`src/rtl/ekpi_pkg.sv`:
```
// ----------------------------------------------------------------------------
// ekpi_pkg
// Shared types, constants and character helpers for the extended key path
// inserter.
// ----------------------------------------------------------------------------
package ekpi_pkg;

   localparam int TAIL_DEPTH = 9;
   localparam int IDX_W      = $clog2(TAIL_DEPTH);
   localparam int FILL_W     = $clog2(TAIL_DEPTH + 1);
   localparam int SUFFIX_LEN = 8;
   localparam int SIDX_W     = $clog2(SUFFIX_LEN);

   localparam logic [7:0] CHR_HASH  = 8'h23;  // '#'
   localparam logic [7:0] CHR_SLASH = 8'h2f;  // '/'
   localparam logic [7:0] CHR_X     = 8'h78;  // 'x'
   localparam logic [7:0] CHR_T     = 8'h74;  // 't'
   localparam logic [7:0] CHR_P     = 8'h70;  // 'p'
   localparam logic [7:0] CHR_U     = 8'h75;  // 'u'
   localparam logic [7:0] CHR_B     = 8'h62;  // 'b'

   typedef enum logic [2:0] {
      M_IDLE,
      M_X,
      M_P,
      M_U,
      M_KEY
   } match_type;

   typedef enum logic [2:0] {
      ST_IDLE,
      ST_FEED,
      ST_SUFFIX,
      ST_CHAR,
      ST_NEXT,
      ST_END_SUFFIX,
      ST_TAIL,
      ST_MARKER
   } ctrl_state_type;

   typedef enum logic [2:0] {
      EM_NONE,
      EM_CUR,
      EM_SUFFIX,
      EM_TAIL,
      EM_MARKER
   } emit_type;

   typedef struct packed {
      logic              accept;     // take the request beat
      logic              load_next;  // move oldest held char into the current slot
      logic              upd_match;  // advance the matcher on the current char
      emit_type          emit;
      logic [SIDX_W-1:0] sidx;
      logic              last_beat;  // mark the result as end of text
      logic              clear;      // text finished, back to reset values
   } dp_cmd_type;

   typedef struct packed {
      logic fill_full;
      logic fill_zero;
      logic fill_one;
      logic need_suffix;
      logic key_after;
      logic match_key;
      logic checksum;
      logic inserted;
      logic out_free;
   } dp_status_type;

   function automatic logic is_base58(input logic [7:0] c);
      logic r;
      r = c inside {[8'h31:8'h39], [8'h41:8'h48], [8'h4a:8'h4e], [8'h50:8'h5a],
                    [8'h61:8'h6b], [8'h6d:8'h7a]};
      return r;
   endfunction

   function automatic match_type next_match(input match_type m, input logic [7:0] c);
      match_type r;
      if (m == M_KEY) begin
         r = is_base58(c) ? M_KEY : M_IDLE;
      end else if (m == M_X && c == CHR_P) begin
         r = M_P;
      end else if (m == M_P && c == CHR_U) begin
         r = M_U;
      end else if (m == M_U && c == CHR_B) begin
         r = M_KEY;
      end else if (c == CHR_X || c == CHR_T) begin
         r = M_X;
      end else begin
         r = M_IDLE;
      end
      return r;
   endfunction

   // "/<0;1>/*"
   function automatic logic [7:0] suffix_char(input logic [SIDX_W-1:0] idx);
      logic [7:0] r;
      case (idx)
         3'd0:    r = 8'h2f;
         3'd1:    r = 8'h3c;
         3'd2:    r = 8'h30;
         3'd3:    r = 8'h3b;
         3'd4:    r = 8'h31;
         3'd5:    r = 8'h3e;
         3'd6:    r = 8'h2f;
         3'd7:    r = 8'h2a;
         default: r = 8'h2a;
      endcase
      return r;
   endfunction

endpackage

```
`src/rtl/ekpi_datapath.sv`:
```
// ----------------------------------------------------------------------------
// ekpi_datapath
// Tail delay line, key matcher, flags and the result register.
// ----------------------------------------------------------------------------
module ekpi_datapath
   import ekpi_pkg::*;
(
   input  logic          clock,
   input  logic          reset,
   input  dp_cmd_type    cmd,
   output dp_status_type st,
   input  logic [7:0]    req_tdata,
   input  logic          req_tlast,
   output logic          rsp_tvalid,
   input  logic          rsp_tready,
   output logic [7:0]    rsp_tdata,
   output logic          rsp_tlast,
   output logic [1:0]    rsp_tuser
);

   logic [7:0]        dl_ff [TAIL_DEPTH];
   logic [7:0]        dl_in [TAIL_DEPTH];
   logic [FILL_W-1:0] fill_ff, fill_in;
   logic [7:0]        cur_ff, cur_in;
   match_type         match_ff, match_in;
   logic              ins_ff, ins_in;
   logic              spilled_ff, spilled_in;
   logic              chk_ff, chk_in;
   logic              rsp_valid_ff, rsp_valid_in;
   logic [7:0]        rsp_char_ff, rsp_char_in;
   logic              rsp_has_ff, rsp_has_in;
   logic              rsp_end_ff, rsp_end_in;
   logic              rsp_mod_ff, rsp_mod_in;
   logic              fill_full;
   match_type         match_nxt;

   assign fill_full = (fill_ff == FILL_W'(TAIL_DEPTH - 1));
   assign match_nxt = next_match(match_ff, cur_ff);

   always_comb begin
      st.fill_full   = fill_full;
      st.fill_zero   = (fill_ff == '0);
      st.fill_one    = (fill_ff == FILL_W'(1));
      st.need_suffix = (match_ff == M_KEY) && !is_base58(cur_ff) && (cur_ff != CHR_SLASH);
      st.key_after   = (match_nxt == M_KEY);
      st.match_key   = (match_ff == M_KEY);
      st.checksum    = chk_ff;
      st.inserted    = ins_ff;
      st.out_free    = !rsp_valid_ff || rsp_tready;
   end

   always_comb begin
      dl_in        = dl_ff;
      fill_in      = fill_ff;
      cur_in       = cur_ff;
      match_in     = match_ff;
      ins_in       = ins_ff;
      spilled_in   = spilled_ff;
      chk_in       = chk_ff;
      rsp_valid_in = rsp_valid_ff;
      rsp_char_in  = rsp_char_ff;
      rsp_has_in   = rsp_has_ff;
      rsp_end_in   = rsp_end_ff;
      rsp_mod_in   = rsp_mod_ff;

      if (cmd.accept) begin
         dl_in[fill_ff[IDX_W-1:0]] = req_tdata;
         if (!req_tlast) begin
            if (fill_full) begin
               // oldest char leaves, the rest slide down
               cur_in = dl_ff[0];
               for (int i = 0; i < TAIL_DEPTH - 1; i++) begin
                  dl_in[i] = dl_ff[i+1];
               end
               dl_in[TAIL_DEPTH-2] = req_tdata;
               spilled_in = 1'b1;
            end else begin
               fill_in = fill_ff + FILL_W'(1);
            end
         end else begin
            fill_in = fill_ff + FILL_W'(1);
            chk_in  = spilled_ff && fill_full && (dl_ff[0] == CHR_HASH);
         end
      end

      if (cmd.load_next || cmd.emit == EM_TAIL) begin
         cur_in = dl_ff[0];
         for (int i = 0; i < TAIL_DEPTH - 1; i++) begin
            dl_in[i] = dl_ff[i+1];
         end
         fill_in = fill_ff - FILL_W'(1);
      end

      if (cmd.upd_match) begin
         match_in = match_nxt;
      end

      if (cmd.emit == EM_SUFFIX) begin
         ins_in = 1'b1;
      end

      if (cmd.emit != EM_NONE) begin
         rsp_valid_in = 1'b1;
         rsp_has_in   = (cmd.emit != EM_MARKER);
         rsp_end_in   = cmd.last_beat;
         rsp_mod_in   = ins_ff || (cmd.emit == EM_SUFFIX);
         case (cmd.emit)
            EM_CUR:    rsp_char_in = cur_ff;
            EM_SUFFIX: rsp_char_in = suffix_char(cmd.sidx);
            EM_TAIL:   rsp_char_in = dl_ff[0];
            default:   rsp_char_in = 8'h00;
         endcase
      end else if (rsp_tready) begin
         rsp_valid_in = 1'b0;
      end

      if (cmd.clear) begin
         fill_in    = '0;
         match_in   = M_IDLE;
         ins_in     = 1'b0;
         spilled_in = 1'b0;
         chk_in     = 1'b0;
      end
   end

   always_ff @(posedge clock) begin
      if (reset) begin
         fill_ff      <= '0;
         match_ff     <= M_IDLE;
         ins_ff       <= 1'b0;
         spilled_ff   <= 1'b0;
         chk_ff       <= 1'b0;
         rsp_valid_ff <= 1'b0;
      end else begin
         fill_ff      <= fill_in;
         match_ff     <= match_in;
         ins_ff       <= ins_in;
         spilled_ff   <= spilled_in;
         chk_ff       <= chk_in;
         rsp_valid_ff <= rsp_valid_in;
      end
   end

   always_ff @(posedge clock) begin
      dl_ff       <= dl_in;
      cur_ff      <= cur_in;
      rsp_char_ff <= rsp_char_in;
      rsp_has_ff  <= rsp_has_in;
      rsp_end_ff  <= rsp_end_in;
      rsp_mod_ff  <= rsp_mod_in;
   end

   assign rsp_tvalid = rsp_valid_ff;
   assign rsp_tdata  = rsp_char_ff;
   assign rsp_tlast  = rsp_end_ff;
   assign rsp_tuser  = {rsp_mod_ff, rsp_has_ff};

endmodule

```
`src/rtl/ekpi_ctrl.sv`:
```
// ----------------------------------------------------------------------------
// ekpi_ctrl
// Sequencer: takes request beats and orders the result beats of each char,
// suffix, end-of-text flush, checksum tail and end-only marker.
// ----------------------------------------------------------------------------
module ekpi_ctrl
   import ekpi_pkg::*;
(
   input  logic          clock,
   input  logic          reset,
   input  logic          req_tvalid,
   output logic          req_tready,
   input  logic          req_tlast,
   input  dp_status_type st,
   output dp_cmd_type    cmd
);

   ctrl_state_type    state_ff, state_in;
   logic              flush_ff, flush_in;
   logic [SIDX_W-1:0] sidx_ff, sidx_in;
   logic              cur_end;
   logic              sidx_last;

   // last content char of the text and no key run left open after it
   assign cur_end   = flush_ff && st.fill_zero && !st.key_after;
   assign sidx_last = (sidx_ff == SIDX_W'(SUFFIX_LEN - 1));

   // next state
   always_comb begin
      state_in = state_ff;
      case (state_ff)
         ST_IDLE: begin
            if (req_tvalid) begin
               if (req_tlast) begin
                  state_in = ST_NEXT;
               end else if (st.fill_full) begin
                  state_in = ST_FEED;
               end
            end
         end
         ST_FEED: begin
            if (st.need_suffix) begin
               state_in = ST_SUFFIX;
            end else if (st.out_free) begin
               state_in = (flush_ff && !cur_end) ? ST_NEXT : ST_IDLE;
            end
         end
         ST_SUFFIX: begin
            if (st.out_free && sidx_last) begin
               state_in = ST_CHAR;
            end
         end
         ST_CHAR: begin
            if (st.out_free) begin
               state_in = (flush_ff && !cur_end) ? ST_NEXT : ST_IDLE;
            end
         end
         ST_NEXT: begin
            if (!st.checksum && !st.fill_zero) begin
               state_in = ST_FEED;
            end else if (st.match_key) begin
               state_in = ST_END_SUFFIX;
            end else if (st.checksum && !st.inserted) begin
               state_in = ST_TAIL;
            end else begin
               state_in = ST_MARKER;
            end
         end
         ST_END_SUFFIX: begin
            if (st.out_free && sidx_last) begin
               state_in = ST_IDLE;
            end
         end
         ST_TAIL: begin
            if (st.out_free && st.fill_one) begin
               state_in = ST_IDLE;
            end
         end
         ST_MARKER: begin
            if (st.out_free) begin
               state_in = ST_IDLE;
            end
         end
         default: state_in = ST_IDLE;
      endcase
   end

   // outputs
   always_comb begin
      req_tready    = 1'b0;
      cmd.accept    = 1'b0;
      cmd.load_next = 1'b0;
      cmd.upd_match = 1'b0;
      cmd.emit      = EM_NONE;
      cmd.sidx      = sidx_ff;
      cmd.last_beat = 1'b0;
      cmd.clear     = 1'b0;
      case (state_ff)
         ST_IDLE: begin
            req_tready = 1'b1;
            cmd.accept = req_tvalid;
         end
         ST_FEED, ST_CHAR: begin
            if ((state_ff == ST_CHAR || !st.need_suffix) && st.out_free) begin
               cmd.emit      = EM_CUR;
               cmd.upd_match = 1'b1;
               cmd.last_beat = cur_end;
               cmd.clear     = cur_end;
            end
         end
         ST_SUFFIX: begin
            if (st.out_free) begin
               cmd.emit = EM_SUFFIX;
            end
         end
         ST_NEXT: begin
            cmd.load_next = !st.checksum && !st.fill_zero;
         end
         ST_END_SUFFIX: begin
            if (st.out_free) begin
               cmd.emit      = EM_SUFFIX;
               cmd.last_beat = sidx_last;
               cmd.clear     = sidx_last;
            end
         end
         ST_TAIL: begin
            if (st.out_free) begin
               cmd.emit      = EM_TAIL;
               cmd.last_beat = st.fill_one;
               cmd.clear     = st.fill_one;
            end
         end
         ST_MARKER: begin
            if (st.out_free) begin
               cmd.emit      = EM_MARKER;
               cmd.last_beat = 1'b1;
               cmd.clear     = 1'b1;
            end
         end
         default: begin
            req_tready = 1'b0;
         end
      endcase
   end

   always_comb begin
      flush_in = flush_ff;
      sidx_in  = sidx_ff;
      if (cmd.accept && req_tlast) begin
         flush_in = 1'b1;
      end
      if (cmd.clear) begin
         flush_in = 1'b0;
      end
      if (cmd.emit == EM_SUFFIX) begin
         sidx_in = sidx_ff + SIDX_W'(1);
      end
   end

   always_ff @(posedge clock) begin
      if (reset) begin
         state_ff <= ST_IDLE;
         flush_ff <= 1'b0;
         sidx_ff  <= '0;
      end else begin
         state_ff <= state_in;
         flush_ff <= flush_in;
         sidx_ff  <= sidx_in;
      end
   end

endmodule

```
`src/rtl/extended_key_path_inserter.sv`:
```
// ----------------------------------------------------------------------------
// extended_key_path_inserter
// Appends "/<0;1>/*" to extended keys without a derivation path in a
// streamed descriptor text; drops a trailing checksum when the text changed.
// ----------------------------------------------------------------------------
// Characters enter one beat per cycle until eight are held in the nine-deep
// tail buffer. After that each further character is taken in ST_IDLE, which
// moves the oldest held char into the current slot, and ST_FEED loads that
// char into the result register. When a path suffix goes in ahead of it,
// ST_FEED spots the end of the key run, ST_SUFFIX emits the eight suffix
// beats, then ST_CHAR emits the char. The controller takes no input while it
// emits. On the last beat the held chars are flushed, each content char via
// ST_NEXT and ST_FEED; a suffix there adds ST_SUFFIX and ST_CHAR, a closing
// one ST_END_SUFFIX, and a passed checksum ST_TAIL. The sequencer stalls
// while the result register is full and rsp_tready is low. No new text is
// taken until the final result of the current one has been loaded.
// ----------------------------------------------------------------------------
module extended_key_path_inserter
   import ekpi_pkg::*;
(
   input  logic       clock,
   input  logic       reset,
   input  logic       req_tvalid,
   output logic       req_tready,
   input  logic [7:0] req_tdata,   // [7:0] ch
   input  logic       req_tlast,
   output logic       rsp_tvalid,
   input  logic       rsp_tready,
   output logic [7:0] rsp_tdata,   // [7:0] out_char
   output logic       rsp_tlast,
   output logic [1:0] rsp_tuser    // [0] has_char, [1] modified
);

   dp_cmd_type    cmd;
   dp_status_type st;

   ekpi_ctrl u_ctrl (
      .clock      (clock),
      .reset      (reset),
      .req_tvalid (req_tvalid),
      .req_tready (req_tready),
      .req_tlast  (req_tlast),
      .st         (st),
      .cmd        (cmd)
   );

   ekpi_datapath u_datapath (
      .clock      (clock),
      .reset      (reset),
      .cmd        (cmd),
      .st         (st),
      .req_tdata  (req_tdata),
      .req_tlast  (req_tlast),
      .rsp_tvalid (rsp_tvalid),
      .rsp_tready (rsp_tready),
      .rsp_tdata  (rsp_tdata),
      .rsp_tlast  (rsp_tlast),
      .rsp_tuser  (rsp_tuser)
   );

   // an end-only marker is always the final beat of a text and carries no char
   a_marker_is_final: assert property (@(posedge clock) disable iff (reset)
      (rsp_tvalid && !rsp_tuser[0]) |-> (rsp_tlast && rsp_tdata == 8'h00))
      else $error("end-only marker without tlast or with data");

   // the flush of a text blocks new input in the cycle after the last beat
   a_flush_blocks_input: assert property (@(posedge clock) disable iff (reset)
      (req_tvalid && req_tready && req_tlast) |=> !req_tready)
      else $error("input taken right after last beat");

   // a suffix beat always reports the text as modified
   a_suffix_modified: assert property (@(posedge clock) disable iff (reset)
      (cmd.emit == EM_SUFFIX) |=> (rsp_tvalid && rsp_tuser[1]))
      else $error("suffix beat without modified flag");

   // the fill count is never both empty and full when input is taken
   a_fill_bound: assert property (@(posedge clock) disable iff (reset)
      (req_tvalid && req_tready) |-> !(st.fill_zero && st.fill_full))
      else $error("tail buffer count inconsistent");

endmodule
```
`config.mk`:
```
export PLATFORM = sky130hd
export DESIGN_NAME = extended_key_path_inserter
export DESIGN_NICKNAME = d
export VERILOG_FILES = /design/src/rtl/ekpi_pkg.sv /design/src/rtl/ekpi_datapath.sv /design/src/rtl/ekpi_ctrl.sv /design/src/rtl/extended_key_path_inserter.sv
export SDC_FILE = /design/constraint.sdc
export NUM_CORES = 1
export LEC_CHECK = 0
export BUFFER_PORTS_ARGS = -buffer_cell sky130_fd_sc_hd__buf_2
export CORE_MARGIN = 8
export CORE_UTILIZATION = 44
export DETAILED_ROUTE_END_ITERATION = 8
export PLACE_DENSITY = 0.57
export SLEW_MARGIN = 10
export SYNTH_ARGS = -nofsm -noshare
export SYNTH_HDL_FRONTEND = slang
export SYNTH_SLANG_ARGS = --single-unit
```
`constraint.sdc`:
```
create_clock -name clock -period 8.4 [get_ports clock]
set_clock_uncertainty 0.2 [all_clocks]
set_input_delay 1.68 -clock clock [delete_from_list [all_inputs] [get_ports clock]]
set_output_delay 1.68 -clock clock [all_outputs]
set_load 0.1 [all_outputs]
```
# Yosys cells after proc, flatten, opt, wreduce, memory -nomap -nowiden
# Memories as Yosys holds them, arrays and structs flattened. A register that Yosys moved wholly into a read port is not among the register bits.
# Cells that the tools add are included.
# W data, S select, Z words.
# word_totals
rom_bits,40
input_bits,13
out_inout_bits,13
reg_bits,109
memories,1
elab_cells,182
# mem_list
memory,depth,word_bits,read_ports,rd_clocked_by_memory_dff,wr,line_no,text
(no name shown),8,5,1,1,0,ekpi_pkg.sv:99,case (idx)
# classes
n_eq_ne,34
muxes,54
n_reduce_logical,51
n_addsub,3
bitwise_logic,2
order_cmp,14
# op_table
cell,n
$mux W64,3
$bwmux W72,1
$mux W72,1
$mux W3,20
$eq A8 B7 Y1 const B,5
$ge A8 B7 Y1 const B,5
$le A8 B7 Y1 const B,5
$mux W8,5
$demux W8 S4,1
$pmux W3 S8,1
$pmux W8 S3,1
$logic_and A1 B1 Y1,23
$eq A3 B3 Y1 const B,7
$mux W4,5
$eq A3 B2 Y1 const B,6
$mux W2,6
$pmux W3 S4,1
$ne A2 B1 Y1 const B,5
$eq A3 B1 Y1 const B,3
$eq A8 B6 Y1 const B,1
$ge A8 B6 Y1 const B,1
$le A8 B6 Y1 const B,1
$logic_not A1 Y1,8
$mux W1,8
24 further kinds,35

# Logic depth before layout (Yosys ltp)
# logic_depth
depth_word,16
mapped_depth,10
depth_no_buf,9

# Modules after synthesis
# From an unflattened synthesis, not the netlist that was laid out.
# unflattened
cells_unflattened,607
hier_area_um2,6257.3
# modules_own_cells
mod,cells_each,seq_area_each_um2,n_inst,area_each_um2
ekpi_datapath,524,2952.8,1,5671.7
ekpi_ctrl,83,140.1,1,585.6

# Worst setup path before layout
# No wires, ideal clock.
# synth_path
kind,register -> output
from,reg u_ctrl.state_ff[2]
to,out req_tready
t_required_ns,6.520
slack_ns,3.750
n_path_buf,2
t_arrival_ns,2.770
path_stages_with_launch,4
path_cell_list,dfxtp_1 -> clkbuf_1 -> clkbuf_1 -> nor3_1
# synth_between
elab_chain_len,2
# synth_lines
element,line_no,text
from (decl),ekpi_ctrl.sv:18,"ctrl_state_type state_ff, state_in;"
from (signal assigned),ekpi_ctrl.sv:166,state_ff <= state_in;
$logic_not A3 Y1,ekpi_ctrl.sv:98,case (state_ff)
$mux W1,ekpi_ctrl.sv:98,
to (decl),extended_key_path_inserter.sv:24,"output logic req_tready,"
# No other way between the ends.

# Worst setup path in the final report
# Same ends and word-level chain as after synthesis.

==> impl_results.md <==
* Status: completed
* Crit end category: output port
* Sum Neg Setup Slack at 0 ns
* Layout area overhead at 13.4%
* TritonCTS buffer count at 17
* Asr flop ratio synth at 0%
* GPL Wtd Cong at 0.914
* Port Buffer Count at 25
* Req. time, crit path at 6.52 ns
* Int Pwr at 1350 uW
* Tot Pwr at 1920 uW
* CP Data Arrival Time at 1.69 ns
* Syn Nets at 594
* CTS clock-pin slew for the worst setup and hold paths at about 0.05 ns
* Max_slew headroom at between 20% and 30%
* First-pass GRT wire length at 22800 um
* Lkg Pwr at ~0.0026 uW
* Maximum buffer depth of the clock tree at 2
* Crit path kind: register to output port
* Nets at 601
* Fmax at 280 MHz
* Mapped Cells at 571
* Top-count cell post-synth: nand2_1
* CTS-repair resized insts at 0
* Flop2flop setup slack at 5.30 ns
* Vias in the first global route at roughly 4.4k
* # DRC at 0
* Worst-Margin Slew at roughly 1.1 ns
* Largest net degree at the start of global routing at between 60 and 70
* Synth cell types at 63
* Post-CTS setup buffer count at 0
* Top cells by count, synth: 93 x nand2_1, 91 x edfxtp_1, 82 x o21ai_0
* Yosys reg bits at between 100 and 150
* Cell Pwr Density at between 200 and 300 nW/um2
* Ports at 26
* # clock sinks at 114
* Period utilization at 42.5%
* RSZ-0062 raised after global routing: false
* EDFF count, synth at 91
* Fin crit period at 3.57 ns
* Ant diodes at 0
* Yosys Warn Count at 0
* Post-DP HPWL at 9380 um
* Switching share of power at 29.7%
* CP startpoint kind: register
* WL final at about 14000 um
* CP max FO at 17
* # H-tree levels at 4
* Fin. Hold Viols at 0
* Synth area leaders: edfxtp_1 45%, mux2i_1 12%, dfxtp_1 7.7%, o21ai_0 6.8%, nand2_1 5.8%
* Max-Cap Viols at 0
* Fraction of layout cells with a size suffix above 1 at around an eighth
* GRT Total Usage at ~16%
* Ys flop type: edfxtp_1
* Clock power share at 38.4%
* Drt first pass iters at 5
* Die area at 17700 um2
* Peak supply drop at 0.176 mV
* Initial antenna violation count at 0
* Cts hold-fix bufs at 0
* Syn avg cell area at roughly 11 um2
* Hold WC Path Type: register to register
* Switch Pwr at around 570 uW
* Vias per cell at 5.72
* CTS tree: done
* Core ar. at 13300 um2
* Initial DRC count at 370
* Final setup violation count at 0
* Root Buffer: clkbuf_16
* Die Ht at 133 um
* Wire length per cell at around 18 um
* Sequential fraction of the synthesis area at between 50% and 60%
* Final slew viol count at 0
* Via count at 4387
* Sequential share of power at 42.4%
* Antenna Nets Post-Route at 0
* GRT overflow at 0
* Comb power frac at 19.2%
* Die width at roughly 130 um
* Area leader, netlist: edfxtp_1
* Worst-Skew Late Latency at 0.41 ns
* Area share of the largest cell type after synthesis at 45.5%
* Initial Util at 45.2%
* Row count at between 40 and 50
* Syn Std Cell Area at 6010 um2
==> layout make-up <==
type                       count  area [um2]
clock buffer                  19         433
inverter                      17        63.8
fill                        1212        6480
timing repair buffer          29         155
clock inverter                13         166
sequential                   114        3190
tap                          176         220
multi-input combinational    399        2580
==> metal layers <==
| layer | share of wire [%] | GRT usage [%] | wire length, um | vias to the layer above |
|---|---|---|---|---|
| li1 | - | - | - | 2117 |
| met1 | 45 | 19.5 | 6240 | 2142 |
| met2 | 48 | 25.7 | 6720 | 99 |
| met3 | 4.3 | 4.77 | 604 | 29 |
| met4 | 3.1 | 7.89 | 430 | 0 |
| met5 | 0 | 0 | 0 | - |
==> final timing paths <==
path                                             from                    to  depth (start not counted)
worst max register to register  u_datapath.fill_ff[0]  u_datapath.dl_ff[39]                         10
worst max-delay path               u_ctrl.state_ff[2]            req_tready                          2
worst min register to register   u_datapath.dl_ff[69]  u_datapath.cur_ff[5]                          0
worst min-delay path             u_datapath.dl_ff[69]  u_datapath.cur_ff[5]                          0
==> critical path, stage by stage (launching register included) <==
cell,delay (ns)
dfxtp_1,0.48
nor3_1,0.31
buf_2,0.48
==> logic make-up (layout without fill, tap and decap cells) <==
logic type | count (synthesis) | after routing | synth area share [%]
simple gates | 171 | 171 | 13.9
compound gates | 143 | 143 | 14.3
flops | 114 | 114 | 53.1
mux | 72 | 72 | 12.0
buf+inv | 58 | 78 | 4.14
fa+ha+maj | 10 | 10 | 2.08
xor+xnor | 3 | 3 | 0.437
==> power by group through the flow <==
stage | clock, uW | sequential (uW) | combinational, uW
after floorplan | 0 | 845 | 250
after global placement | 0 | 822 | 364
after detailed placement | 0 | 824 | 369
after CTS | 748 | 813 | 370
after global routing | 773 | 825 | 404
final | 736 | 813 | 368
==> stage by stage <==
stage	hold slack (ns)	utilization, %	area, um2	setup slack [ns]	std cells
floorplan	0.265	-	6010	3.75	571
finish	0.317	51.3	6820	4.83	767
global placement	0.301	46.8	6220	4.58	735
global route	0.332	51.3	6820	4.72	767
CTS	0.333	51.3	6820	4.81	767
detailed placement	0.311	46.8	6220	4.54	735
==> cells in the final DEF (no fill, tap or decap), types with 5 or more instances in the layout <==
cell,n
nand2_1,92
edfxtp_1,91
o21ai_0,82
mux2i_1,72
buf_2,25
dfxtp_1,23
nor2_1,19
inv_1,17
clkbuf_16,17
a21oi_1,10
ha_1,10
nor2b_1,8
nor3_1,7
nand2b_1,6
clkinv_2,6
o21ai_1,5
a32oi_1,5
nand3_1,5
o21a_1,5
(Power assumes the default switching activity.)
